$ cat src/dcnt_pkg.sv
// Shared types, register indexes and codes for the down-counting timer.
// Depends on nothing; every other file in src imports it.
package dcnt_pkg;

  // Counter width; visible_count and max_skip stay 32 bits at any width.
  localparam int COUNTER_BITS = 32;
  localparam int CNT_W        = COUNTER_BITS;

  localparam int ADDR_W = 4;
  localparam int DATA_W = 32;

  localparam logic [63:0] OUT_MAX = 64'h0000_0000_FFFF_FFFF;

  // Register indexes (paddr[3:2]).
  localparam logic [1:0] REG_TIMER_MODE    = 2'd0;
  localparam logic [1:0] REG_PAUSED        = 2'd1;
  localparam logic [1:0] REG_MIRROR_ENABLE = 2'd2;
  localparam logic [1:0] REG_START_VALUE   = 2'd3;

  // Counting modes.
  localparam logic [1:0] MODE_SINGLE = 2'd0;
  localparam logic [1:0] MODE_AUTO   = 2'd1;
  localparam logic [1:0] MODE_FREE   = 2'd2;
  localparam logic [1:0] MODE_EVENT  = 2'd3;

  // Operations.
  localparam logic [1:0] OP_TICK    = 2'd0;
  localparam logic [1:0] OP_EVENT   = 2'd1;
  localparam logic [1:0] OP_RESTART = 2'd2;
  localparam logic [1:0] OP_SKIP    = 2'd3;

  typedef struct packed {
    logic [1:0]  timer_mode;
    logic        paused;
    logic        mirror_enable;
    logic [31:0] start_value;
  } cfg_t;

  typedef struct packed {
    logic [1:0]  operation;
    logic [31:0] skip_ticks;
  } in_item_t;

  typedef struct packed {
    logic [31:0] visible_count;
    logic        interrupt_pulse;
    logic [31:0] max_skip;
    logic        max_skip_unbounded;
    logic        skip_rejected;
  } out_item_t;

  function automatic logic [63:0] to_wide(input logic [CNT_W-1:0] c);
    return 64'(c);
  endfunction

  function automatic logic [CNT_W-1:0] to_cnt(input logic [63:0] v);
    return v[CNT_W-1:0];
  endfunction

endpackage

$ cat src/dsp_down_counter_timer_top.sv
// Top level of the down-counting timer: input register, core, result register.
// Depends on dcnt_pkg, dcnt_regs and dcnt_core.
//
//   channel   direction  handshake                  payload
//   item      in         item_valid / item_stall    in_item_t  (operation, skip_ticks)
//   result    out        result_valid / result_stall out_item_t (one per item)
//   config    in         psel, penable, pwrite      paddr, pwdata -> prdata, pready
//
// Each item passes through the input register, then through the core into the
// result register. A new item is taken every cycle while the result is not
// stalled; the counter update is one compare and subtract in the core, so
// back-to-back items see each other's counter without bubbles.
// rst is synchronous, active high: counter, mirror, registers and valids clear.
// A stalled result holds the input register; item_stall rises only then.
module dsp_down_counter_timer_top (
  input  logic                        clk,
  input  logic                        rst,
  input  logic                        item_valid,
  output logic                        item_stall,
  input  dcnt_pkg::in_item_t          item,
  output logic                        result_valid,
  input  logic                        result_stall,
  output dcnt_pkg::out_item_t         result,
  input  logic                        psel,
  input  logic                        penable,
  input  logic                        pwrite,
  input  logic [dcnt_pkg::ADDR_W-1:0] paddr,
  input  logic [dcnt_pkg::DATA_W-1:0] pwdata,
  output logic [dcnt_pkg::DATA_W-1:0] prdata,
  output logic                        pready
);
  import dcnt_pkg::*;

  cfg_t      cfg;
  in_item_t  held_item;
  logic      held_valid;
  out_item_t core_result;
  logic      advance;
  logic      step;

  dcnt_regs u_regs (
    .clk     (clk),
    .rst     (rst),
    .psel    (psel),
    .penable (penable),
    .pwrite  (pwrite),
    .paddr   (paddr),
    .pwdata  (pwdata),
    .prdata  (prdata),
    .pready  (pready),
    .cfg     (cfg)
  );

  // The result register can take a new transaction unless it holds a stalled one.
  assign advance    = !(result_valid && result_stall);
  assign step       = held_valid && advance;
  // Hold the input register only while its item cannot move on.
  assign item_stall = held_valid && !advance;

  dcnt_core u_core (
    .clk    (clk),
    .rst    (rst),
    .step   (step),
    .cfg    (cfg),
    .item   (held_item),
    .result (core_result)
  );

  // Input register: load on every accepted transaction.
  always_ff @(posedge clk) begin
    if (rst) begin
      held_valid <= 1'b0;
    end else if (!item_stall) begin
      held_valid <= item_valid;
    end
  end

  always_ff @(posedge clk) begin
    if (!item_stall && item_valid) begin
      held_item <= item;
    end
  end

  // Result register: advance when not stalled, drop valid once taken.
  always_ff @(posedge clk) begin
    if (rst) begin
      result_valid <= 1'b0;
    end else if (advance) begin
      result_valid <= held_valid;
    end
  end

  always_ff @(posedge clk) begin
    if (step) begin
      result <= core_result;
    end
  end

`ifndef SYNTH
  a_held_kept: assert property (@(posedge clk) disable iff (rst)
    held_valid && !advance |=> held_valid && $stable(held_item))
    else $error("held item lost while result stalled");

  a_result_loaded: assert property (@(posedge clk) disable iff (rst)
    step |=> result_valid)
    else $error("core step did not produce a result");

  a_irq_not_rejected: assert property (@(posedge clk) disable iff (rst)
    result_valid |-> !(result.interrupt_pulse && result.skip_rejected))
    else $error("interrupt and skip rejection in the same result");

  a_unbounded_zero: assert property (@(posedge clk) disable iff (rst)
    result_valid && result.max_skip_unbounded |-> result.max_skip == '0)
    else $error("unbounded max_skip carries a value");
`endif

endmodule

$ cat src/dcnt_regs.sv
// Configuration register file behind the APB-style port.
// Depends on dcnt_pkg for the register indexes and cfg_t.
module dcnt_regs (
  input  logic                      clk,
  input  logic                      rst,
  input  logic                      psel,
  input  logic                      penable,
  input  logic                      pwrite,
  input  logic [dcnt_pkg::ADDR_W-1:0] paddr,
  input  logic [dcnt_pkg::DATA_W-1:0] pwdata,
  output logic [dcnt_pkg::DATA_W-1:0] prdata,
  output logic                      pready,
  output dcnt_pkg::cfg_t            cfg
);
  import dcnt_pkg::*;

  logic       wr_en;
  logic [1:0] reg_idx;

  assign pready  = 1'b1;
  assign wr_en   = psel && penable && pwrite;
  assign reg_idx = paddr[3:2];

  always_ff @(posedge clk) begin
    if (rst) begin
      cfg <= '0;
    end else if (wr_en) begin
      unique case (reg_idx)
        REG_TIMER_MODE:    cfg.timer_mode    <= pwdata[1:0];
        REG_PAUSED:        cfg.paused        <= pwdata[0];
        REG_MIRROR_ENABLE: cfg.mirror_enable <= pwdata[0];
        REG_START_VALUE:   cfg.start_value   <= pwdata[31:0];
      endcase
    end
  end

  always_comb begin
    prdata = '0;
    unique case (reg_idx)
      REG_TIMER_MODE:    prdata[1:0]  = cfg.timer_mode;
      REG_PAUSED:        prdata[0]    = cfg.paused;
      REG_MIRROR_ENABLE: prdata[0]    = cfg.mirror_enable;
      REG_START_VALUE:   prdata[31:0] = cfg.start_value;
    endcase
  end

endmodule

$ cat src/dcnt_core.sv
// Counter and mirror registers with the single-pass next-state logic.
// Depends on dcnt_pkg for codes, cfg_t, in_item_t and out_item_t.
module dcnt_core (
  input  logic                 clk,
  input  logic                 rst,
  input  logic                 step,
  input  dcnt_pkg::cfg_t       cfg,
  input  dcnt_pkg::in_item_t   item,
  output dcnt_pkg::out_item_t  result
);
  import dcnt_pkg::*;

  logic [CNT_W-1:0] count_now, count_now_next;
  logic [CNT_W-1:0] count_mirror, count_mirror_next;
  logic [CNT_W-1:0] start_cnt, cnt_dec, reload;
  logic [63:0]      ticks_w, ms_w, mirror_w;
  logic             run, wr, irq, rej, unbounded;

  assign start_cnt = to_cnt(64'(cfg.start_value));
  assign cnt_dec   = count_now - CNT_W'(1);
  assign ticks_w   = 64'(item.skip_ticks);
  assign run       = !cfg.paused && (cfg.timer_mode != MODE_EVENT);
  assign reload    = (cfg.timer_mode == MODE_AUTO) ? start_cnt : '1;

  always_comb begin
    count_now_next = count_now;
    wr  = 1'b0;
    irq = 1'b0;
    rej = 1'b0;
    unique case (item.operation)
      OP_TICK: begin
        if (run) begin
          if (count_now == '0) begin
            if (cfg.timer_mode == MODE_AUTO || cfg.timer_mode == MODE_FREE) begin
              count_now_next = reload;
              wr = 1'b1;
            end
          end else begin
            count_now_next = cnt_dec;
            wr  = 1'b1;
            irq = (cnt_dec == '0);
          end
        end
      end
      OP_EVENT: begin
        if (!cfg.paused && cfg.timer_mode == MODE_EVENT && count_now != '0) begin
          count_now_next = cnt_dec;
          wr  = 1'b1;
          irq = (cnt_dec == '0);
        end
      end
      OP_RESTART: begin
        if (cfg.timer_mode != MODE_FREE) begin
          count_now_next = start_cnt;
          wr = 1'b1;
        end
      end
      OP_SKIP: begin
        if (run && item.skip_ticks != '0) begin
          if (count_now == '0) begin
            // Zero counter in auto or free mode: first tick reloads, the rest count down.
            if (cfg.timer_mode == MODE_AUTO || cfg.timer_mode == MODE_FREE) begin
              if (ticks_w > to_wide(reload)) begin
                rej = 1'b1;
              end else begin
                count_now_next = to_cnt(to_wide(reload) - ticks_w + 64'd1);
                wr = 1'b1;
              end
            end
          end else if (to_wide(count_now) <= ticks_w) begin
            rej = 1'b1;
          end else begin
            count_now_next = to_cnt(to_wide(count_now) - ticks_w);
            wr = 1'b1;
          end
        end
      end
    endcase
  end

  assign count_mirror_next = (wr && cfg.mirror_enable) ? count_now_next : count_mirror;

  always_comb begin
    ms_w      = '0;
    unbounded = 1'b0;
    if (!run) begin
      unbounded = 1'b1;
    end else if (count_now_next == '0) begin
      if (cfg.timer_mode == MODE_AUTO || cfg.timer_mode == MODE_FREE) begin
        ms_w = to_wide(reload);
      end else begin
        unbounded = 1'b1;
      end
    end else begin
      ms_w = to_wide(count_now_next) - 64'd1;
    end
  end

  assign mirror_w = to_wide(count_mirror_next);

  always_comb begin
    result.visible_count      = mirror_w[31:0];
    result.interrupt_pulse    = irq;
    result.max_skip           = (ms_w > OUT_MAX) ? 32'hFFFF_FFFF : ms_w[31:0];
    result.max_skip_unbounded = unbounded;
    result.skip_rejected      = rej;
  end

  always_ff @(posedge clk) begin
    if (rst) begin
      count_now    <= '0;
      count_mirror <= '0;
    end else if (step) begin
      count_now    <= count_now_next;
      count_mirror <= count_mirror_next;
    end
  end

endmodule
$ cat config.mk
export PLATFORM = sky130hd
export DESIGN_NAME = dsp_down_counter_timer_top
export DESIGN_NICKNAME = d
export VERILOG_FILES = /design/src/dcnt_pkg.sv /design/src/dsp_down_counter_timer_top.sv /design/src/dcnt_regs.sv /design/src/dcnt_core.sv
export SDC_FILE = /design/constraint.sdc
export NUM_CORES = 1
export LEC_CHECK = 0
export BUFFER_PORTS_ARGS = -buffer_cell sky130_fd_sc_hd__buf_2
export CAP_MARGIN = 20
export CORE_MARGIN = 5
export CORE_UTILIZATION = 44
export DETAILED_ROUTE_END_ITERATION = 16
export GPL_TIMING_DRIVEN = 0
export REMOVE_ABC_BUFFERS = 1
export SLEW_MARGIN = 20
export SYNTH_ARGS = -nofsm -noshare
export SYNTH_HDL_FRONTEND = slang
export SYNTH_SLANG_ARGS = --single-unit
$ cat constraint.sdc
create_clock -name clk -period 14.3 [get_ports clk]
set_input_delay 0 -clock clk [delete_from_list [all_inputs] [get_ports clk]]
set_output_delay 0 -clock clk [all_outputs]
set_load 0.05 [all_outputs]
==> results of run 1 <==
-- flip-flops by register name, indices dropped and copies added, names as in the netlist --
signal               count
held_valid               1
u_core.count_now        32
u_core.count_mirror     32
u_regs.cfg              36
result_valid             1
held_item               34
result                  67
-- critical path, cell delays in order, from the launching register on --
cell      delay [ps]
dfxtp_1          430
inv_1            170
ha_1             270
or3b_1           530
nor3_2           530
nand4_2         1030
nor2_1          1130
a41o_1           660
o41ai_1          170
a211oi_2         500
ha_1             300
and4_1           340
nand3_4          180
nor3_1           550
nand3b_1         690
nand2_1          600
o21ai_0          210
-- final timing paths --
path,end,from,slack (ps),cells after the start
min,u_regs.cfg[33],penable,70,4
min reg2reg,u_core.count_mirror[0],u_core.count_mirror[0],460,2
max reg2reg,result[25],u_core.count_now[1],5680,16
max,result[25],u_core.count_now[1],5680,16
-- cells by family after synthesis --
| logic type | after synthesis | synth area share [%] |
|---|---|---|
| xor gates and xnor gates | 98 | 4.93 |
| buffers and inverters | 240 | 5.81 |
| muxes | 30 | 1.81 |
| adders and majority gates | 134 | 9.72 |
| and+or+nand+nor | 859 | 24.2 |
| other | 1 | 0.0215 |
| AOI/OAI and AO/OA | 651 | 24.3 |
| DFF | 203 | 29.2 |
-- placed cells by master (no fill, tap or decap), types with 8 or more instances in the layout --
cell type	instances
mux2i_1	18
dlygate4sd3_1	87
clkinv_2	8
xor2_1	36
nor2b_1	22
and3_1	18
mux2_2	12
a41oi_1	8
and2_1	39
clkbuf_16	27
edfxtp_1	101
inv_1	96
nand2b_1	34
a211oi_1	49
nor2_1	183
xnor2_1	62
a211o_1	8
a221oi_1	8
buf_2	174
o21a_1	12
nand2_1	288
nand3_1	54
a21o_1	31
nand4_1	35
a31oi_1	33
o21ai_1	9
o211ai_1	25
nor4_1	32
dfxtp_1	102
o22ai_1	14
or3_1	17
ha_1	129
a21oi_1	232
nor3_1	62
o21ai_0	102
-- routing by layer --
metal	global-route usage, %	wire [um]	vias up
met2	51.2	33000	837
met5	0	0	-
met4	19.4	5320	0
li1	-	-	8442
met1	42.2	30500	8544
met3	2.85	4720	198
-- area by class of cell --
cell class	instances	area (um2)	area share (%)
multi-input combinational	1773	11400	56.2
sequential	203	5070	25.0
timing repair buffer	278	2000	9.83
clock buffer	36	729	3.59
tap	518	648	3.19
inverter	98	375	1.85
clock inverter	10	68.8	0.339
-- power breakdown --
group | internal (mW) | switching (mW) | total, mW | leakage, nW
registers | 0.644 | 0.0388 | 0.683 | 1.80
logic | 0.202 | 0.395 | 0.598 | 5.97
clock network | 0.357 | 0.264 | 0.621 | 0.401
total | 1.20 | 0.699 | 1.90 | 8.17
-- timing repair --
| item | CTS | global route |
|---|---|---|
| hold buffers | 87 | 0 |
| endpoints found under the setup margin | 0 | 0 |
| endpoints found under the hold margin | 98 | 0 |
-- stage by stage --
step           worst slack [ps]  cell area [um2]  hold WS (ps)  utilization [%]
3_3_place_gp               2570            18300           176             47.0
3_5_place_dp               6000            18600           178             47.9
6_report                   5680            20300          70.8             52.2
2_1_floorplan              7190            16800          69.1                -
5_1_grt                    5590            20300           123             52.2
4_1_cts                    6000            20300          40.0             52.2
==> impl_metrics.toml, run 1 <==
[sta]
finalCritPeriodShare_pct = 60.3
rsz0062_at_grt = "false"
hold_violations = 0
fmax_ghz = 0.116
worst_pin_slew_ps = 1210
final-max-slew-violation-count = 0
fin_skew_ps = 32.1
worst_slew_margin_rel_pct = 18.9
setup-violations-final = 0
fin_setup_tns_ps = 0
period_needed_ps = 8620

[critical_path]
crit_arrival_ps = 8880
end_kind = "flip-flop"
crit_path_max_fanout = 28
cp.required_ps = 14560
start_kind = "flip-flop"
worst-setup-path-type = "reg2reg"

[clock_tree]
ctsResizeCount = 0
clk_latency_ps = 580
clockBufferDepth = 3
cts_tree = "built"
h-tree-depth = 1
cts_buffers = 25
clk_pin_slew_ps = 60
clock-sinks = 203
clockRootBuffer = "clkbuf_16"
cts_setup_buffers = 0

[yosys]
synth_ff_type = "dfxtp_1"
synth.area.top_cells = "edfxtp_1 (17%), dfxtp_1 (12%), ha_1 (9.5%)"
avgSynthCellArea_um2 = 7.85
synth_edf_count = 101
synthArstFlopShare_pct = 0
synth_area_um2 = 17400
synthDominantCellAreaShare_pct = 17.4
ys_ff_latch = 203
synth_most_common_cell = "nand2_1"
synth_top_cell_by_area = "edfxtp_1"
yosys-top-cells-count = "nand2_1 (290), a21oi_1 (233), nor2_1 (186), ha_1 (132), clkbuf_1 (107)"
synth_warnings = 0
seq_area_frac_synth_pct = 29.2
ys_types = 104
synthesis.instances = 2216

[power_and_ir_drop]
leakagePower_nw = 8.17
p_total_mw = 1.90
power_density_nw_per_um2 = 93.7
peakVddDrop_mv = 0.113

[final_layout]
nets = 2590
diodes = 0
num-fill-cells = 3829
area_growth_pct = 16.7
drive_gt1_share_pct = 13.1
fin_cells = 2916

[worst_hold_path]
min_path_type = "in2reg"

[global_route]
grt_pass1_wl_mm = 108
antenna_found_initial = 0
overflow = 0
grt_pass1_vias = 17199
grt_usage_pct = 32.0
grt_max_degree = 110

[floorplanning]
rows = 72
io_pins = 179
core_area_um2 = 38900
die_h_um = 209
die_x_um = 209
start_util_pct = 44.7
dieArea_um2 = 43600

[job]
max_cap_violations = 0

[placement]
gp_congestion = 0.994
hpwl_mm = 56.2
numPortBuffers = 175
dp_cells = 2783

[route]
drc = 0
drt_iter0_markers = 1730
via_per_inst = 6.18
ant_nets = 0
num_vias = 18021
drtPass1Iterations = 6
wl_per_cell_um = 25.2
wl_mm = 73.5

[run_status]
status = "finished, final reports clean"
No activity file was read; power rests on OpenSTA's default activity.
==> run 2: changes to the inputs <==
- ABC_AREA: default -> 1
- clock period: 14.3 -> 7.2 ns (I/O delays scaled with it)
==> run 2 against run 1 <==
Largest cell class unchanged. Sequential share of layout area is 2.0 points lower. Maximum frequency is 28% higher. Final cell count is 30% higher. Sequential power is 100% higher. Worst setup slack worse by 5200 ps. Utilization is 0.71 points lower. Non-clock buffer count is 16 lower. Via count is 17% higher. Synthesized area is 9.1% higher.
==> impl_metrics.toml, run 2 <==
[critical_path]
reg2reg_from = "u_regs.cfg[35]"
start_kind = "flip-flop"
slowest_delay_ps = 470
cp.required_ps = 7510
end_kind = "flip-flop"
worst-setup-path-type = "reg2reg"
crit_path_max_fanout = 31
critPathBufInv = 6
slowest_stage = "nor2_1"
reg2reg_depth = 27
regToRegSetupSlack_ps = 490
crit_arrival_ps = 7030
r2r_end = "result[3]"
cp_common_cell = "nand2_1"
critPathTopFamily = "simple AND/OR/NAND/NOR gates"

[yosys]
synth_ff_type = "dfxtp_1"
synth.area.top_cells = "edfxtp_1 (16%), nand2_1 (14%), dfxtp_1 (11%)"
synth_top_cell_by_area = "edfxtp_1"
avgSynthCellArea_um2 = 6.34
synth_area_um2 = 19000
synth_edf_count = 101
synthDominantCellAreaShare_pct = 16.0
synth_warnings = 0
yosys-top-cells-count = "nand2_1 (685), inv_1 (432), nor2_1 (354), a21oi_1 (279), o21ai_0 (240)"
synth_most_common_cell = "nand2_1"
synthArstFlopShare_pct = 0
ys_types = 54
seq_area_frac_synth_pct = 26.7
ys_ff_latch = 203
synthesis.instances = 2993

[power_and_ir_drop]
p_total_mw = 4.30
power.share.clock_pct = 32.7
combPwrFrac_pct = 35.3
seqPwrFrac_pct = 31.9
intPower_mw = 2.63
p_switching_mw = 1.67
leakagePower_nw = 11.2
swShare_pct = 38.9
power_density_nw_per_um2 = 195
peakVddDrop_mv = 0.197

[placement]
numPortBuffers = 175
dp_slack_ps = -659
gp_congestion = 0.979
hpwl_mm = 62.6

[sta]
fmax_ghz = 0.149
finalCritPeriodShare_pct = 93.2
setup-violations-final = 0
fin_setup_tns_ps = 0
worst_pin_slew_ps = 1130
fin_skew_ps = 30.7
setup_ws_ps = 489
final-max-slew-violation-count = 0
worst_slew_margin_rel_pct = 24.7
period_needed_ps = 6710
rsz0062_at_grt = "false"
hold_violations = 0

[clock_tree]
clock-sinks = 203
clockBufferDepth = 3
cts_setup_buffers = 0
clk_latency_ps = 570
clk_pin_slew_ps = 60
h-tree-depth = 1
clockRootBuffer = "clkbuf_16"
cts_tree = "built"
cts_buffers = 25

[route]
m1WireLength_mm = 35.9
wl_mm = 81.2
ant_nets = 0
num_vias = 21058
drt_iter0_markers = 2260
wl_met3_mm = 6.57
drc = 0
drtPass1Iterations = 6
met2_wirelength_mm = 34.9
highest_layer = "met4"
wl_per_cell_um = 21.5
via_per_inst = 5.58

[global_route]
overflow = 0
grt_usage_pct = 33.0
grt_pass1_wl_mm = 120
grt_pass1_vias = 19865
antenna_found_initial = 1
grt_max_degree = 63

[final_layout]
nets = 3384
num-fill-cells = 4398
final_cell_mix = "nand2_1 (683), inv_1 (427), nor2_1 (342), a21oi_1 (279), o21ai_0 (240)"
diodes = 0
top_register = "result"
largest_reg_flops = 67
drive_gt1_share_pct = 10.7
area_growth_pct = 16.3
top_regs = "result: 67 flops, u_regs.cfg: 36 flops, held_item: 34 flops"
layout_commonest_cell = "nand2_1"

[job]
max_cap_violations = 0

[floorplanning]
die_h_um = 218
io_pins = 179
die_x_um = 218
dieArea_um2 = 47400
core_area_um2 = 42900
rows = 76
start_util_pct = 44.3

[run_status]
status = "finished, final reports clean"

[worst_hold_path]
worstHoldStart = "pwrite"
whs_endpoint = "u_regs.cfg[10]"
hold_depth = 5
min_path_type = "in2reg"
run 2: cell types whose count changed in the layout (fill, tap and decap cells not counted), sizes merged, moves of 44 or more:
cell,delta
o21ai,+186
inv,+352
nand3,+135
nand2,+417
a211oi,-51
nor2,+195
xnor2,-44
run 2: power groups by stage:
stage                     registers, mW  clock network, mW  logic [mW]
after floorplan                    1.46                  0       0.925
after global placement             1.40                  0        1.42
after detailed placement           1.39                  0        1.45
after CTS                          1.37               1.42        1.49
after global routing               1.38               1.47        1.66
final                              1.37               1.41        1.52
run 2: worst max path at each step:
stage,from,endpoint,slack [ps],cells after the start
after detailed placement,u_regs.cfg[35],result[16],-660,29
after floorplan,result_valid,u_core.count_mirror[0],-250,7
after global routing,u_regs.cfg[35],result[16],140,27
after CTS,u_regs.cfg[35],result[3],40,27
final,u_regs.cfg[35],result[3],490,27
after global placement,u_regs.cfg[35],u_core.count_mirror[16],-4470,10
run 2: worst reg2reg max path, stage by stage, from the launching register on:
cell,delay (ps)
dfxtp_1,340
inv_1,90
ha_1,380
inv_4,300
nor2_1,500
inv_1,100
ha_1,330
nand4_1,180
nor4_4,420
nand3b_1,380
nand2_4,410
nand2_1,330
or2_0,350
nand3_1,100
nand2_1,120
nand2_1,120
nand3_2,110
inv_2,120
ha_1,210
nand3_2,150
inv_1,110
nand2_2,130
nor2_4,340
nand2_4,310
inv_2,330
nand2_1,90
nand2_1,60
nor2_1,50
run 2: area by class of cell:
| class | instances | area, um2 | share of cell area (%) |
|---|---|---|---|
| Multi-Input combinational cell | 2221 | 11700 | 53.2 |
| Sequential cell | 203 | 5070 | 23.0 |
| Timing Repair Buffer | 262 | 1890 | 8.55 |
| Inverter | 460 | 1740 | 7.87 |
| Tap cell | 585 | 732 | 3.32 |
| Clock buffer | 34 | 712 | 3.23 |
| Clock inverter | 12 | 196 | 0.890 |
run 2: layer usage:
metal | track usage, % | vias up
li1 | - | 10102
met4 | 13.4 | 0
met3 | 5.18 | 179
met1 | 45.9 | 9789
met2 | 51.3 | 988
met5 | 0 | -
run 2: cell families after synthesis:
group / count (synthesis) / synth area share, %
buffers and inverters: 569 / 11.9
other: 1 / 0.0198
AO/OA/AOI/OAI: 630 / 17.3
adder cells (fa/ha/maj): 134 / 8.91
flip-flops: 203 / 26.7
AND/OR/NAND/NOR: 1384 / 31.8
XOR/XNOR: 72 / 3.32
run 2: stage by stage:
stage / utilization [%] / cell area [um2] / std cells / hold WS, ps
5_1_grt: 51.5 / 22100 / 3777 / 51.7
2_1_floorplan: - / 18500 / 2884 / 69.1
4_1_cts: 51.4 / 22000 / 3777 / 17.2
3_3_place_gp: 46.8 / 20100 / 3644 / 177
3_5_place_dp: 47.5 / 20400 / 3655 / 178
6_report: 51.5 / 22100 / 3777 / 33.8
run 2: what timing repair did:
action / in CTS / in global routing
hold buffers: 76 / 0
endpoints found under the setup margin: 33 / 33
pin swaps: 0 / 0
endpoints found under the hold margin: 89 / 0
cloned: 0 / 0
gates resized for setup: 2 / 11
